[src/rtl/trpd_pkg.sv]
// ============================================================================
// trpd_pkg - shared types and constants of the run-length pixel decoder
// Holds the pixel record passed from the parser to the counter stage, the
// register indexes and the fixed packet constants.
// ============================================================================
package trpd_pkg;

   localparam int unsigned FIFO_DEPTH = 2;

   // Packet header split point and run bias
   localparam logic [7:0] RUN_FLAG_HDR = 8'd128;
   localparam logic [7:0] RUN_BIAS     = 8'd127;

   localparam logic [2:0] BPP_FOUR     = 3'd4;

   typedef enum logic [1:0] {
      REG_BYTES_PER_PIXEL = 2'd0,
      REG_RLE_MODE        = 2'd1,
      REG_PIXEL_TOTAL     = 2'd2,
      REG_UNUSED          = 2'd3
   } reg_index_type;

   // One decoded pixel, as the parser sees it
   typedef struct packed {
      logic [7:0] red;
      logic [7:0] green;
      logic [7:0] blue;
      logic [7:0] alpha;
      logic [7:0] count;    // run length, 1 for a literal pixel
      logic       is_run;   // count must be clipped against the pixels left
      logic       more;     // literal packet still has pixels after this one
   } pix_type;

endpackage

[src/rtl/trpd_front.sv]
// ============================================================================
// trpd_front - byte parser
// Tracks packet headers and byte position, assembles pixels and pushes one
// record per completed pixel.
// ============================================================================
module trpd_front (
   input  logic             clock,
   input  logic             reset,
   input  logic             restart,
   input  logic [2:0]       bytes_per_pixel,
   input  logic             rle_mode,
   input  logic             byte_valid,
   input  logic [7:0]       data_byte,
   output logic             push,
   output trpd_pkg::pix_type push_data
);

   logic       awaiting_ff, awaiting_in;
   logic       run_ff, run_in;
   logic [7:0] left_ff, left_in;
   logic [1:0] pos_ff, pos_in;
   logic [7:0] bytes_ff [3];
   logic       four;
   logic [1:0] last_pos;
   logic [7:0] left_dec;

   assign four     = (bytes_per_pixel == trpd_pkg::BPP_FOUR);
   assign last_pos = four ? 2'd3 : 2'd2;
   assign left_dec = left_ff - 8'd1;

   always_comb begin
      awaiting_in = awaiting_ff;
      run_in      = run_ff;
      left_in     = left_ff;
      pos_in      = pos_ff;
      push        = 1'b0;
      push_data.blue   = bytes_ff[0];
      push_data.green  = bytes_ff[1];
      push_data.red    = four ? bytes_ff[2] : data_byte;
      push_data.alpha  = four ? data_byte : 8'd0;
      push_data.count  = 8'd1;
      push_data.is_run = 1'b0;
      push_data.more   = 1'b0;
      if (byte_valid) begin
         priority if (rle_mode && awaiting_ff) begin
            // header: start a literal packet or a run
            if (data_byte < trpd_pkg::RUN_FLAG_HDR) begin
               run_in  = 1'b0;
               left_in = data_byte + 8'd1;
            end else begin
               run_in  = 1'b1;
               left_in = data_byte - trpd_pkg::RUN_BIAS;
            end
            awaiting_in = 1'b0;
            pos_in      = 2'd0;
         end else if (pos_ff < last_pos) begin
            pos_in = pos_ff + 2'd1;
         end else begin
            push   = 1'b1;
            pos_in = 2'd0;
            if (rle_mode && run_ff) begin
               push_data.count  = left_ff;
               push_data.is_run = 1'b1;
               left_in          = 8'd0;
               awaiting_in      = 1'b1;
            end else if (rle_mode) begin
               left_in        = left_dec;
               push_data.more = (left_dec != 8'd0);
               if (left_dec == 8'd0) begin
                  awaiting_in = 1'b1;
               end
            end
         end
      end
   end

   always_ff @(posedge clock) begin
      if (reset || restart) begin
         awaiting_ff <= 1'b1;
         run_ff      <= 1'b0;
         left_ff     <= 8'd0;
         pos_ff      <= 2'd0;
      end else begin
         awaiting_ff <= awaiting_in;
         run_ff      <= run_in;
         left_ff     <= left_in;
         pos_ff      <= pos_in;
      end
   end

   // pixel byte store, written only while a pixel is being assembled
   always_ff @(posedge clock) begin
      if (byte_valid && !(rle_mode && awaiting_ff) && (pos_ff < last_pos)) begin
         bytes_ff[pos_ff] <= data_byte;
      end
   end

endmodule

[src/rtl/trpd_fifo.sv]
// ============================================================================
// trpd_fifo - pixel record queue
// Two-entry queue between the parser and the counter stage.
// ============================================================================
module trpd_fifo (
   input  logic              clock,
   input  logic              reset,
   input  logic              push,
   input  trpd_pkg::pix_type push_data,
   output logic              full,
   input  logic              pop,
   output logic              pop_valid,
   output trpd_pkg::pix_type pop_data
);

   localparam int unsigned CNT_W = $clog2(trpd_pkg::FIFO_DEPTH + 1);

   trpd_pkg::pix_type mem_ff [trpd_pkg::FIFO_DEPTH];
   logic             wr_ptr_ff, wr_ptr_in;
   logic             rd_ptr_ff, rd_ptr_in;
   logic [CNT_W-1:0] cnt_ff, cnt_in;
   logic             do_push, do_pop;

   assign full      = (cnt_ff == CNT_W'(trpd_pkg::FIFO_DEPTH));
   assign pop_valid = (cnt_ff != '0);
   assign pop_data  = mem_ff[rd_ptr_ff];
   assign do_push   = push && !full;
   assign do_pop    = pop && pop_valid;

   always_comb begin
      wr_ptr_in = do_push ? ~wr_ptr_ff : wr_ptr_ff;
      rd_ptr_in = do_pop  ? ~rd_ptr_ff : rd_ptr_ff;
      cnt_in    = cnt_ff + CNT_W'(do_push) - CNT_W'(do_pop);
   end

   always_ff @(posedge clock) begin
      if (reset) begin
         wr_ptr_ff <= 1'b0;
         rd_ptr_ff <= 1'b0;
         cnt_ff    <= '0;
      end else begin
         wr_ptr_ff <= wr_ptr_in;
         rd_ptr_ff <= rd_ptr_in;
         cnt_ff    <= cnt_in;
      end
   end

   always_ff @(posedge clock) begin
      if (do_push) begin
         mem_ff[wr_ptr_ff] <= push_data;
      end
   end

endmodule

[src/rtl/trpd_back.sv]
// ============================================================================
// trpd_back - pixel counter and output register
// Counts down the pixels left in the image, clips runs and literal packets
// at the image end, drops pixels after the end and holds the result.
// ============================================================================
module trpd_back (
   input  logic              clock,
   input  logic              reset,
   input  logic              restart,
   input  logic [31:0]       total_in,
   input  logic              pix_valid,
   input  trpd_pkg::pix_type pix,
   output logic              pop,
   output logic              out_valid,
   input  logic              out_ready,
   output trpd_pkg::pix_type out_pix,
   output logic              out_complete
);

   logic [31:0]       rem_ff, rem_in;
   logic              fin_ff, fin_in;
   logic              valid_ff, valid_in;
   trpd_pkg::pix_type pix_ff, pix_in;
   logic              cmpl_ff, cmpl_in;
   logic              over;
   logic [7:0]        rep;
   logic [31:0]       rem_next;

   assign pop  = pix_valid && (!valid_ff || out_ready);
   assign over = pix.is_run && ({24'd0, pix.count} > rem_ff);
   assign rep  = pix.is_run ? (over ? rem_ff[7:0] : pix.count) : 8'd1;
   assign rem_next = rem_ff - {24'd0, rep};

   always_comb begin
      rem_in   = rem_ff;
      fin_in   = fin_ff;
      valid_in = valid_ff && !out_ready;
      pix_in   = pix_ff;
      cmpl_in  = cmpl_ff;
      if (pop) begin
         if (fin_ff) begin
            // image done: drop the pixel
            valid_in = 1'b0;
         end else begin
            rem_in       = rem_next;
            fin_in       = (rem_next == 32'd0);
            valid_in     = 1'b1;
            pix_in       = pix;
            pix_in.count = rep;
            pix_in.more  = pix.is_run ? over : ((rem_next == 32'd0) && pix.more);
            cmpl_in      = (rem_next == 32'd0);
         end
      end
   end

   always_ff @(posedge clock) begin
      if (reset) begin
         rem_ff   <= 32'd1;
         fin_ff   <= 1'b0;
         valid_ff <= 1'b0;
      end else if (restart) begin
         rem_ff   <= total_in;
         fin_ff   <= (total_in == 32'd0);
         valid_ff <= 1'b0;
      end else begin
         rem_ff   <= rem_in;
         fin_ff   <= fin_in;
         valid_ff <= valid_in;
      end
   end

   always_ff @(posedge clock) begin
      pix_ff  <= pix_in;
      cmpl_ff <= cmpl_in;
   end

   assign out_valid    = valid_ff;
   assign out_pix      = pix_ff;
   assign out_complete = cmpl_ff;

endmodule

[src/rtl/tga_rle_pixel_decoder.sv]
// ============================================================================
// tga_rle_pixel_decoder - run-length decoder for truecolor image data
// Turns the image-data byte stream into RGB(A) pixels and run items.
// ============================================================================
// Usage:
//   req_* carries one image-data byte per transfer (after header and ID).
//   rsp_* carries one decoded item per transfer: a literal pixel with repeat
//   count 1, or a whole run with its repeat count. rsp_tlast marks the item
//   that reaches the last pixel of the image; rsp_tuser flags a packet that
//   ran past the image end and was cut there. Later bytes produce nothing.
//   csr_* writes bytes_per_pixel (0), rle_mode (1) and pixel_total (2);
//   any write to one of these restarts decoding at a packet header.
// Timing:
//   The byte parser takes one byte every cycle unless the pixel queue is full.
//   Header and partial pixel bytes give no item; the last byte of a pixel
//   gives an item on rsp_* via the pixel queue and the output register.
// Reset and stall:
//   Reset sets 3-byte pixels, run-length mode and a one-pixel image.
//   A stalled rsp_tready holds the output register; the parser keeps going
//   until the two-entry pixel queue is full, then req_tready drops.
// ============================================================================
module tga_rle_pixel_decoder (
   input  logic        clock,
   input  logic        reset,
   // byte input
   input  logic        req_tvalid,
   output logic        req_tready,
   input  logic [7:0]  req_tdata,   // [7:0] data_byte
   // pixel output
   output logic        rsp_tvalid,
   input  logic        rsp_tready,
   output logic [39:0] rsp_tdata,   // [7:0] red, [15:8] green, [23:16] blue,
                                    // [31:24] alpha, [39:32] repeat_count
   output logic        rsp_tlast,   // image_complete
   output logic [0:0]  rsp_tuser,   // [0] clipped
   // configuration writes
   input  logic        csr_we,
   input  logic [1:0]  csr_index,
   input  logic [31:0] csr_data
);

   logic [2:0]        bpp_ff;
   logic              rle_ff;
   logic [31:0]       total_ff, total_in;
   logic              restart;
   logic              byte_valid;
   logic              push, fifo_full, fifo_valid, pop;
   trpd_pkg::pix_type push_data, fifo_data, out_pix;
   logic              out_complete;

   // Any write to a known register restarts both halves
   assign restart  = csr_we && (csr_index != trpd_pkg::REG_UNUSED);
   assign total_in = (csr_we && csr_index == trpd_pkg::REG_PIXEL_TOTAL) ? csr_data : total_ff;

   always_ff @(posedge clock) begin
      if (reset) begin
         bpp_ff   <= 3'd3;
         rle_ff   <= 1'b1;
         total_ff <= 32'd1;
      end else if (csr_we) begin
         unique case (csr_index)
            trpd_pkg::REG_BYTES_PER_PIXEL: bpp_ff <= csr_data[2:0];
            trpd_pkg::REG_RLE_MODE:        rle_ff <= csr_data[0];
            trpd_pkg::REG_PIXEL_TOTAL:     total_ff <= csr_data;
            default: ;
         endcase
      end
   end

   // Hold input while the queue cannot take a pixel
   assign req_tready = !fifo_full;
   assign byte_valid = req_tvalid && req_tready;

   trpd_front u_front (
      .clock           (clock),
      .reset           (reset),
      .restart         (restart),
      .bytes_per_pixel (bpp_ff),
      .rle_mode        (rle_ff),
      .byte_valid      (byte_valid),
      .data_byte       (req_tdata),
      .push            (push),
      .push_data       (push_data)
   );

   trpd_fifo u_fifo (
      .clock     (clock),
      .reset     (reset || restart),
      .push      (push),
      .push_data (push_data),
      .full      (fifo_full),
      .pop       (pop),
      .pop_valid (fifo_valid),
      .pop_data  (fifo_data)
   );

   trpd_back u_back (
      .clock        (clock),
      .reset        (reset),
      .restart      (restart),
      .total_in     (total_in),
      .pix_valid    (fifo_valid),
      .pix          (fifo_data),
      .pop          (pop),
      .out_valid    (rsp_tvalid),
      .out_ready    (rsp_tready),
      .out_pix      (out_pix),
      .out_complete (out_complete)
   );

   assign rsp_tdata = {out_pix.count, out_pix.alpha, out_pix.blue, out_pix.green, out_pix.red};
   assign rsp_tlast = out_complete;
   assign rsp_tuser = out_pix.more;

   // Every item covers at least one pixel
   a_rep_nonzero: assert property (@(posedge clock) disable iff (reset)
      rsp_tvalid |-> (rsp_tdata[39:32] != 8'd0))
      else $error("zero repeat count on output");

   // A clipped packet always ends the image
   a_clip_last: assert property (@(posedge clock) disable iff (reset)
      (rsp_tvalid && rsp_tuser[0]) |-> rsp_tlast)
      else $error("clipped item without image end");

   // Nothing follows the last pixel of the image
   a_quiet_after_end: assert property (@(posedge clock) disable iff (reset)
      (rsp_tvalid && rsp_tready && rsp_tlast) |=> !rsp_tvalid)
      else $error("item after image end");

endmodule
[config.mk]
export PLATFORM = sky130hd
export DESIGN_NAME = tga_rle_pixel_decoder
export DESIGN_NICKNAME = d
export VERILOG_FILES = /design/src/rtl/trpd_pkg.sv /design/src/rtl/trpd_front.sv /design/src/rtl/trpd_fifo.sv /design/src/rtl/trpd_back.sv /design/src/rtl/tga_rle_pixel_decoder.sv
export SDC_FILE = /design/constraint.sdc
export NUM_CORES = 1
export LEC_CHECK = 0
export BUFFER_PORTS_ARGS = -buffer_cell sky130_fd_sc_hd__buf_4
export CORE_UTILIZATION = 64
export DETAILED_ROUTE_END_ITERATION = 12
export PLACE_DENSITY = 0.93
export SYNTH_ARGS = -nofsm -noshare
export SYNTH_HDL_FRONTEND = slang
export SYNTH_SLANG_ARGS = --single-unit
[constraint.sdc]
create_clock -name clock -period 13.4 [get_ports clock]
set_clock_uncertainty 0.05 [all_clocks]
set_input_delay 2.68 -clock clock [delete_from_list [all_inputs] [get_ports clock]]
set_output_delay 2.68 -clock clock [all_outputs]
set_load 0.01 [all_outputs]
### Word-level counts from Yosys, hierarchy flattened

Memory sizes are Yosys's and may differ from the RTL's. A register that Yosys moved wholly into a read port is not among the register bits.
Index checks and enable logic that the tools add are counted.

* register bits after elaboration: 128
* RAM bits: 108
* input bits: 47
* output and inout port bits: 44
* memories: 2

Memory list
* u_fifo.mem_ff: words 2, bits a word 42, read ports 1, clocked after Yosys merged registers in 1, write ports 1, RTL line trpd_fifo.sv:18 `trpd_pkg::pix_type mem_ff [trpd_pkg::FIFO_DEPTH];`
* u_front.bytes_ff: words 3, bits a word 8, read ports 3, clocked after Yosys merged registers in 0, write ports 1, RTL line trpd_front.sv:22 `logic [7:0] bytes_ff [3];`

* add/subtract/negate cells: 7
* magnitude comparators: 3
* eq/ne operators: 7
* mux-type cells: 43
* bitwise operators: 3
* reductions and logical operators: 37

Operators with widths (number)
* 32-bit two-way mux: 4
* 8-bit two-way mux: 9
* 32-bit logical NOT: 2
* 8-bit by 32-bit greater-than comparator with 1-bit output: 1
* 32-bit by 8-bit subtractor with 32-bit output: 1
* 10-bit two-way mux: 3
* 1-bit two-way mux: 24
* 1-bit logical AND: 13
* 2-bit AND reduction: 6
* 9-bit two-way mux: 1
* 8-bit by 1-bit adder with 8-bit output, second input constant: 1
* 8-bit logical NOT: 1
* 8-bit less-than comparator, second input constant: 1
* 8-bit nonzero test: 1
* 8-bit by 1-bit subtractor with 8-bit output, second input constant: 1
* 8-bit by 7-bit subtractor with 8-bit output, second input constant: 1
* 3-bit nonzero test: 2
* 2-bit equality test, second input constant: 2
* 1-bit logical NOT: 4
* 2-bit two-way mux: 2
* 2-bit inequality test, second input constant: 2
* 4-bit AND reduction: 1
* 2-bit nonzero test: 2
* 3-bit equality test, second input constant: 1
* other kinds (11): 14

### Depth between registers and ports, before layout

Gate-level depths: netlist of the first run.

* depth in word-level cells: 9
* depth in mapped cells: 24
* depth with buffers taken out: 20

### By module

From an unflattened synthesis of the first run, not the netlist that was laid out.

* cells, all modules: 985
* area total of the unflattened synthesis: 11598.6 um^2

Modules (own cells, without submodules)
* trpd_back: instances 1, cells an instance 460, area each 4359.2 um^2, sequential area each 1971.9 um^2
* trpd_fifo: instances 1, cells an instance 157, area each 3254.4 um^2, sequential area each 2622.5 um^2
* tga_rle_pixel_decoder: instances 1, cells an instance 195, area each 2112.0 um^2, sequential area each 720.7 um^2
* trpd_front: instances 1, cells an instance 173, area each 1873.0 um^2, sequential area each 960.9 um^2

### Least setup slack after synthesis of the first run

Ideal clock, no wire load.

* path kind: input port to flip-flop
* start: input port req_tvalid
* end: memory u_fifo.mem_ff[0][0] (netlist bit), enable pin
* arrival: 6.848 ns
* data required time: 12.804 ns
* setup slack: 5.956 ns
* stages: 2
* cells stage by stage: nand2_1 > nor4_1

* word-level cells in the longest chain between the ends: 5

Ends and longest elaborated chain
* start: declaration: RTL line tga_rle_pixel_decoder.sv:26 `input logic req_tvalid,`
* 1-bit logical AND: RTL line tga_rle_pixel_decoder.sv:72 `assign byte_valid = req_tvalid && req_tready;`
* 1-bit two-way mux: RTL line trpd_front.sv:44 `if (byte_valid) begin`
* 1-bit logical AND: RTL line trpd_fifo.sv:27 `assign do_push = push && !full;`
* 1-bit two-way mux: RTL line trpd_fifo.sv:49 `if (do_push) begin`
* 1-bit two-way mux (not written as such): RTL line trpd_fifo.sv:50 `mem_ff[wr_ptr_ff] <= push_data;`
* end: declaration: RTL line trpd_fifo.sv:18

Every way passes these cells.

==> results of run 1 <==
[final timing paths]
check	start	end	slack (ps)	depth (start not counted)
hold / removal	u_front.bytes_ff[0][0]$_DFFE_PP_	u_fifo.mem_ff[0][18]$_DFFE_PP_	400	0
hold reg to reg	u_front.bytes_ff[0][0]$_DFFE_PP_	u_fifo.mem_ff[0][18]$_DFFE_PP_	400	0
setup / recovery	flop	u_back.out_pix[0]$_DFFE_PP_	6910	20
setup reg to reg	flop	u_back.out_pix[0]$_DFFE_PP_	6910	20
[sequential cells by signal, summed over array words and instances (netlist names), named ones only]
name                 count
u_back.out_pix          41
u_back.out_complete      1
u_front.left_ff          8
rle_ff                   1
u_fifo.cnt_ff            2
u_back.rem_ff           32
u_fifo.rd_ptr_ff         1
total_ff                32
u_fifo.mem_ff           84
u_fifo.wr_ptr_ff         1
u_back.fin_ff            1
u_front.run_ff           1
u_front.awaiting_ff      1
bpp_ff                   3
u_front.bytes_ff        24
u_back.out_valid         1
u_front.pos_ff           2
[power by group]
part	internal (mW)	switching, mW
sequential	0.801	0.0282
combinational	0.107	0.162
clock	0.388	0.279
total	1.30	0.469
[metal layers]
metal / vias to the layer above / GRT usage / wire length [µm]
met4: 0 / 0.09642 / 737
met5: - / 0 / 0
met3: 63 / 0.04751 / 2264
met1: 3795 / 0.4307 / 10990
li1: 3577 / - / -
met2: 469 / 0.4974 / 12620
[cells by family (layout without fill, tap and decap cells)]
kind of cell,after synthesis,after routing
AOI/OAI and AO/OA,137,137
xor gates and xnor gates,49,49
adders and majority gates,25,25
buffers and inverters,73,159
DFF,237,237
muxes,94,94
and+or+nand+nor,315,315
[final cells by class]
class / instances / area [µm²] / area share
multi-input combinational: 620 / 4399 / 0.3519
tap: 220 / 275.3 / 0.02202
clock inverter: 13 / 161.4 / 0.01291
clock buffer: 29 / 619.3 / 0.04954
sequential: 237 / 6247 / 0.4997
inverter: 21 / 78.83 / 0.006305
timing repair buffer: 96 / 720.7 / 0.05765
[placed cells by master (no fill, tap or decap), drive strengths merged, types with 5 or more instances in the layout]
master / instances
a211o: 6
a211oi: 38
a21o: 7
a21oi: 22
a22oi: 6
and2: 24
buf: 96
clkbuf: 29
clkinv: 10
dfxtp: 87
edfxtp: 150
ha: 24
inv: 21
mux2: 55
mux2i: 39
nand2: 41
nand2b: 7
nand3: 13
nand3b: 5
nand4: 6
nor2: 108
nor2b: 10
nor3: 27
nor4: 23
o21a: 7
o21ai: 19
o31ai: 5
or2: 13
or3: 7
or4: 14
xnor2: 25
xor2: 24
[through the flow]
stage          setup slack [ps]  power (mW)  hold WS [ps]
6_report                   6907       1.765         400.4
5_1_grt                    6516       1.819         418.0
4_1_cts                    6936       1.759         400.5
3_5_place_dp               6992       1.100         386.5
3_3_place_gp               7232       1.094         372.1
2_1_floorplan              5956       1.013         371.5
[synth_stat cells, types with 13 or more instances]
library cell  count
nand2_1          41
inv_1            21
xnor2_1          25
a211oi_1         35
clkbuf_1         43
ha_1             24
dfxtp_1          87
a21oi_1          22
nor2_1          108
nor3_1           25
xor2_1           24
edfxtp_1        150
nand3_1          13
mux2_2           55
nor4_1           21
o21ai_0          18
mux2i_1          39
and2_1           23
==> flow_summary_export.csv, run 1 <==
group,metric,value,unit
finish,drive_gt1_frac,0.2096,
synth,yosysTopAreaCell,"edfxtp_1",
critical_path,critPathMaxStageDelay,1020,ps
floorplan,fp.dieArea,17580,µm²
pwr,power_density,141.1,nW/µm²
synth,synth.ff_latch_count,237,
global_routing,grt-ovfl-total,0,
clocking,cts_tree,"yes",
critical_path,cp_common_cell,"o21a_1",
global_routing,grt_max_degree,72,
timing,period_needed,6493,ps
synth,syn-cell-area,10910,µm²
synth,synthAdderAreaFrac,0.02935,
route,drt_iter0_markers,1039,
global_routing,grtUsageTotal,0.3079,
clocking,holdBufCountCts,0,
finish,fin_area,12500,µm²
floorplan,initial_core_util,0.6557,
placement,dpl_cell_area,11720,µm²
critical_path,crit_slowest_cell,"dfxtp_2",
worst_hold_path,hp-class,"flop to flop",
critical_path,critPathTopFamily,"compound AO/OA/AOI/OAI gates",
synth,synth_cell_types,68,
synth,synth_compound_area_frac,0.08897,
clocking,clk_pin_slew,60,ps
placement,dp_hpwl,17.65,mm
placement,placed_cells,1194,
floorplan,num_rows,47,
timing,min_period_over_period,0.4846,
placement,portBuffers,90,
finish,fillers,989,
route,vias_per_cell,6.395,
clocking,htreeDepth,1,
clocking,cts_inserted_buffers,24,
floorplan,fp.dieW,132.6,µm
floorplan,core_area,16640,µm²
floorplan,boundaryPins,91,
placement,routabilityCongestion,0.9353,
critical_path,worst-setup-path-type,"flop to flop",
synth,synth_edf_count,150,
clocking,clockBufferDepth,3,
synth,yosysWarnings,0,
job,cap_violations,0,
critical_path,end_kind,"flop",
clocking,cts_root_buf,"clkbuf_16",
route,antenna_left,0,
route,route.detailed.wl_per_inst,21.53,µm
synth,avgSynthCellArea,11.73,µm²
synth,synthCells,930,
route,detail_route.first_pass.iterations,5,
timing,tns,0,ps
critical_path,worstSetupStartpointType,"flop",
synth,synth_top_family_by_area,"simple AND/OR/NAND/NOR gates",
critical_path,critPathArrivalTime,6820,ps
synth,synthSimpleGateAreaFrac,0.1518,
timing,setup_viol,0,
synth,syn_nets,1002,
pwr,cellLeakagePower,4.759,nW
clocking,clkLatencyLatePin,540,ps
timing,fmax,154.0,MHz
synth,dominantRegCellSynth,"edfxtp_1",
route,wirelength,26.61,mm
timing,grt_setup_unrepaired,"no",
global_routing,grt_pass1_vias,7715,
critical_path,crit_required,13720,ps
outcome,outcome,"completed",
timing,slew_viol_final,0,
pwr,peakVddDrop,0.1050,mV
synth,synth_area_leaders,"edfxtp_1, dfxtp_1, mux2_2",
clocking,clkSinkCount,237,
finish,fin_util,0.7512,
synth,synth_top_area_frac,0.4127,
finish,layout.cells.non_filler,1236,
critical_path,crit_chain,"mux2_2 -> ha_1 -> nor2b_1 -> o21a_1 -> o21a_1 -> o21a_1 -> o211ai_1 -> a21o_1 -> mux2i_1 -> or2_2 -> ha_1 -> fa_1 -> nand2b_1 -> a211oi_1 -> o211a_1 -> or2_4 -> xnor2_1 -> nor4_1 -> nand4_1 -> o21ai_1",
critical_path,crit_buf_inv,0,
clocking,cts_resized,0,
finish,nNetsFinal,1072,
global_routing,antenna_found_initial,0,
global_routing,grt_first_pass_wirelength,41.92,mm
timing,relSlewSlack,0.1669,
route,drc,0,
timing,worstMarginPinSlew,1244,ps
synth,yosysSeqAreaShare,0.5723,
synth,synthMuxAreaShare,0.09252,
finish,syn2layout_area_growth,14.56,%
critical_path,crit_fanout,42,
finish,antennaDiodeCount,0,
route,vias,7904,
timing,hold_violations,0,
synth,synth_xor_area_frac,0.03933,
clocking,postCtsSetupRepairBufs,0,
floorplan,die_y,132.6,µm
synth,synth_async_sr_flop_share,0,
No activity file was read; power rests on OpenSTA's default activity.
==> run 2, diff against run 1 <==
CORE_UTILIZATION = 54   (was 64)
PLACE_DENSITY = 0.84   (was 0.93)
clock period = 5.7 ns   (was 13.4 ns; I/O delays follow)
==> flow_summary_export.csv, run 2 (synthesized netlist as in run 1, its figures left out) <==
group,metric,value,unit
outcome,outcome,"completed",
critical_path,worst-setup-path-type,"flop to flop",
global_routing,grt_first_pass_wirelength,38.92,mm
timing,hold_violations,0,
route,vias_per_cell,5.958,
placement,routabilityCongestion,0.9766,
finish,syn2layout_area_growth,16.48,%
floorplan,die_y,144.2,µm
finish,largest_reg_flops,84,
route,antenna_left,0,
finish,antennaDiodeCount,0,
finish,final_common_cell,"edfxtp_1",
clocking,cts_root_buf,"clkbuf_16",
floorplan,core_area,19650,µm²
finish,seqCellArea,6247,µm²
pwr,switching_share,0.2552,
global_routing,grt_pass1_vias,7205,
timing,worstMarginPinSlew,1076,ps
clocking,clkLatencyLatePin,510,ps
route,route.detailed.wl_per_inst,19.36,µm
route,vias,7692,
pwr,sequentialPowerShare,0.462,
timing,grt_setup_unrepaired,"no",
finish,multi_input_area,4448,µm²
clocking,cts_tree,"yes",
placement,dp_hpwl,17.23,mm
timing,slew_viol_final,0,
floorplan,fp.dieW,144.2,µm
pwr,power.share.clock,0.382,
finish,fillers,1501,
global_routing,grt-ovfl-total,0,
pwr,power_density,329.4,nW/µm²
pwr,power.switching,1.069,mW
floorplan,boundaryPins,91,
job,cap_violations,0,
timing,relSlewSlack,0.2826,
floorplan,fp.dieArea,20780,µm²
global_routing,antenna_found_initial,0,
placement,placed_cells,1249,
clocking,cts_inserted_buffers,24,
timing,setup_viol,0,
finish,final_cell_mix,"edfxtp_1, nor2_1, buf_4",
route,detail_route.first_pass.iterations,5,
clocking,postCtsSetupRepairBufs,0,
finish,nNetsFinal,1082,
timing,setup_slack,244.2,ps
critical_path,worstSetupStartpointType,"flop",
pwr,cellLeakagePower,4.832,nW
route,drc,0,
global_routing,grtUsageTotal,0.2451,
pwr,internal-power,3.118,mW
route,drt_iter0_markers,695,
critical_path,end_kind,"flop",
critical_path,critPathArrivalTime,5760,ps
clocking,htreeDepth,1,
floorplan,num_rows,51,
finish,layout.cells.non_filler,1291,
critical_path,crit_required,6000,ps
clocking,clk_pin_slew,60,ps
clocking,clkSinkCount,237,
pwr,p_comb_frac,0.155,
timing,period_needed,5456,ps
timing,min_period_over_period,0.9572,
global_routing,grt_max_degree,72,
route,wirelength,24.99,mm
finish,drive_gt1_frac,0.2242,
finish,top_register,"u_fifo.mem_ff",
timing,tns,0,ps
clocking,clockBufferDepth,3,
placement,pre_cts_ws,108.9,ps
timing,fmax,183.3,MHz
worst_hold_path,hp-class,"flop to flop",
placement,portBuffers,90,
critical_path,crit_fanout,7,
floorplan,initial_core_util,0.5553,
pwr,peakVddDrop,0.2337,mV
pwr,power,4.187,mW
## run 2: cell types whose count changed in the layout (fill, tap and decap cells not counted), moves of 2 or more
cell       change
clkbuf_16      +2
nor4_4         +2
a21oi_2        +2
buf_4         +10
clkinv_2       -2
a21oi_1        -2
## run 2: metrics by stage
| step | area, µm² | hold WS, ps | utilization |
|---|---|---|---|
| after floorplan | 10920 | 371.5 | - |
| after global placement | 11860 | 371.9 | 0.6035 |
| after detailed placement | 11860 | 380.0 | 0.6035 |
| after CTS | 12670 | 390.6 | 0.6447 |
| after global routing | 12710 | 393.0 | 0.6467 |
| final | 12710 | 388.4 | 0.6467 |
## run 2: repair_timing
item | CTS | global route
setup endpoints to repair | 0 | 4
gates resized for setup | 0 | 8
hold buffers | 0 | 0
## run 2: area by class of cell
type,instances,area share
inverters,21,0.006201
well taps,265,0.02609
clock inverters,11,0.01024
repair buffers,106,0.06260
flip-flops and latches,237,0.4915
clock buffers,31,0.05345
multi-input cells,620,0.3499
## run 2: worst max-delay path, stage by stage, from the launching register on
cell and delay, ps:
dfxtp_1 370, or4_4 580, or4_4 530, nor4_4 360, nand4b_1 140, a21o_1 220, buf_4 200, mux2i_1 140
or2_1 220, ha_1 270, a21o_1 240, or4_4 470, or3_4 360, or2_4 270, xnor2_1 130, nor4_1 340
nand4_1 210, o21ai_1 190
## run 2: path summary, 6_finish.rpt
check	start	to	slack [ps]	depth (start not counted)
worst max-delay path	u_back.rem_ff[17]$_SDFFE_PP0P_	u_back.out_pix[0]$_DFFE_PP_	240	17
worst min-delay path	u_front.bytes_ff[0][7]$_DFFE_PP_	u_fifo.mem_ff[0][25]$_DFFE_PP_	390	0
worst max register to register	u_back.rem_ff[17]$_SDFFE_PP0P_	u_back.out_pix[0]$_DFFE_PP_	240	17
worst min register to register	u_front.bytes_ff[0][7]$_DFFE_PP_	u_fifo.mem_ff[0][25]$_DFFE_PP_	390	0
## run 2: power groups by stage
stage,logic (mW),registers [mW],clock network [mW]
3_3_place_gp,0.617,1.97,0
4_1_cts,0.628,1.93,1.62
3_5_place_dp,0.621,1.97,0
5_1_grt,0.705,1.94,1.69
2_1_floorplan,0.424,1.96,0
6_report,0.651,1.94,1.60
## run 2: routing by layer
metal / GRT usage / share of wire / vias to the layer above
li1: - / - / 3605
met5: 0 / 0 / -
met1: 0.3599 / 0.45 / 3705
met4: 0.06150 / 0.019 / 0
met3: 0.03510 / 0.073 / 43
met2: 0.3822 / 0.46 / 339
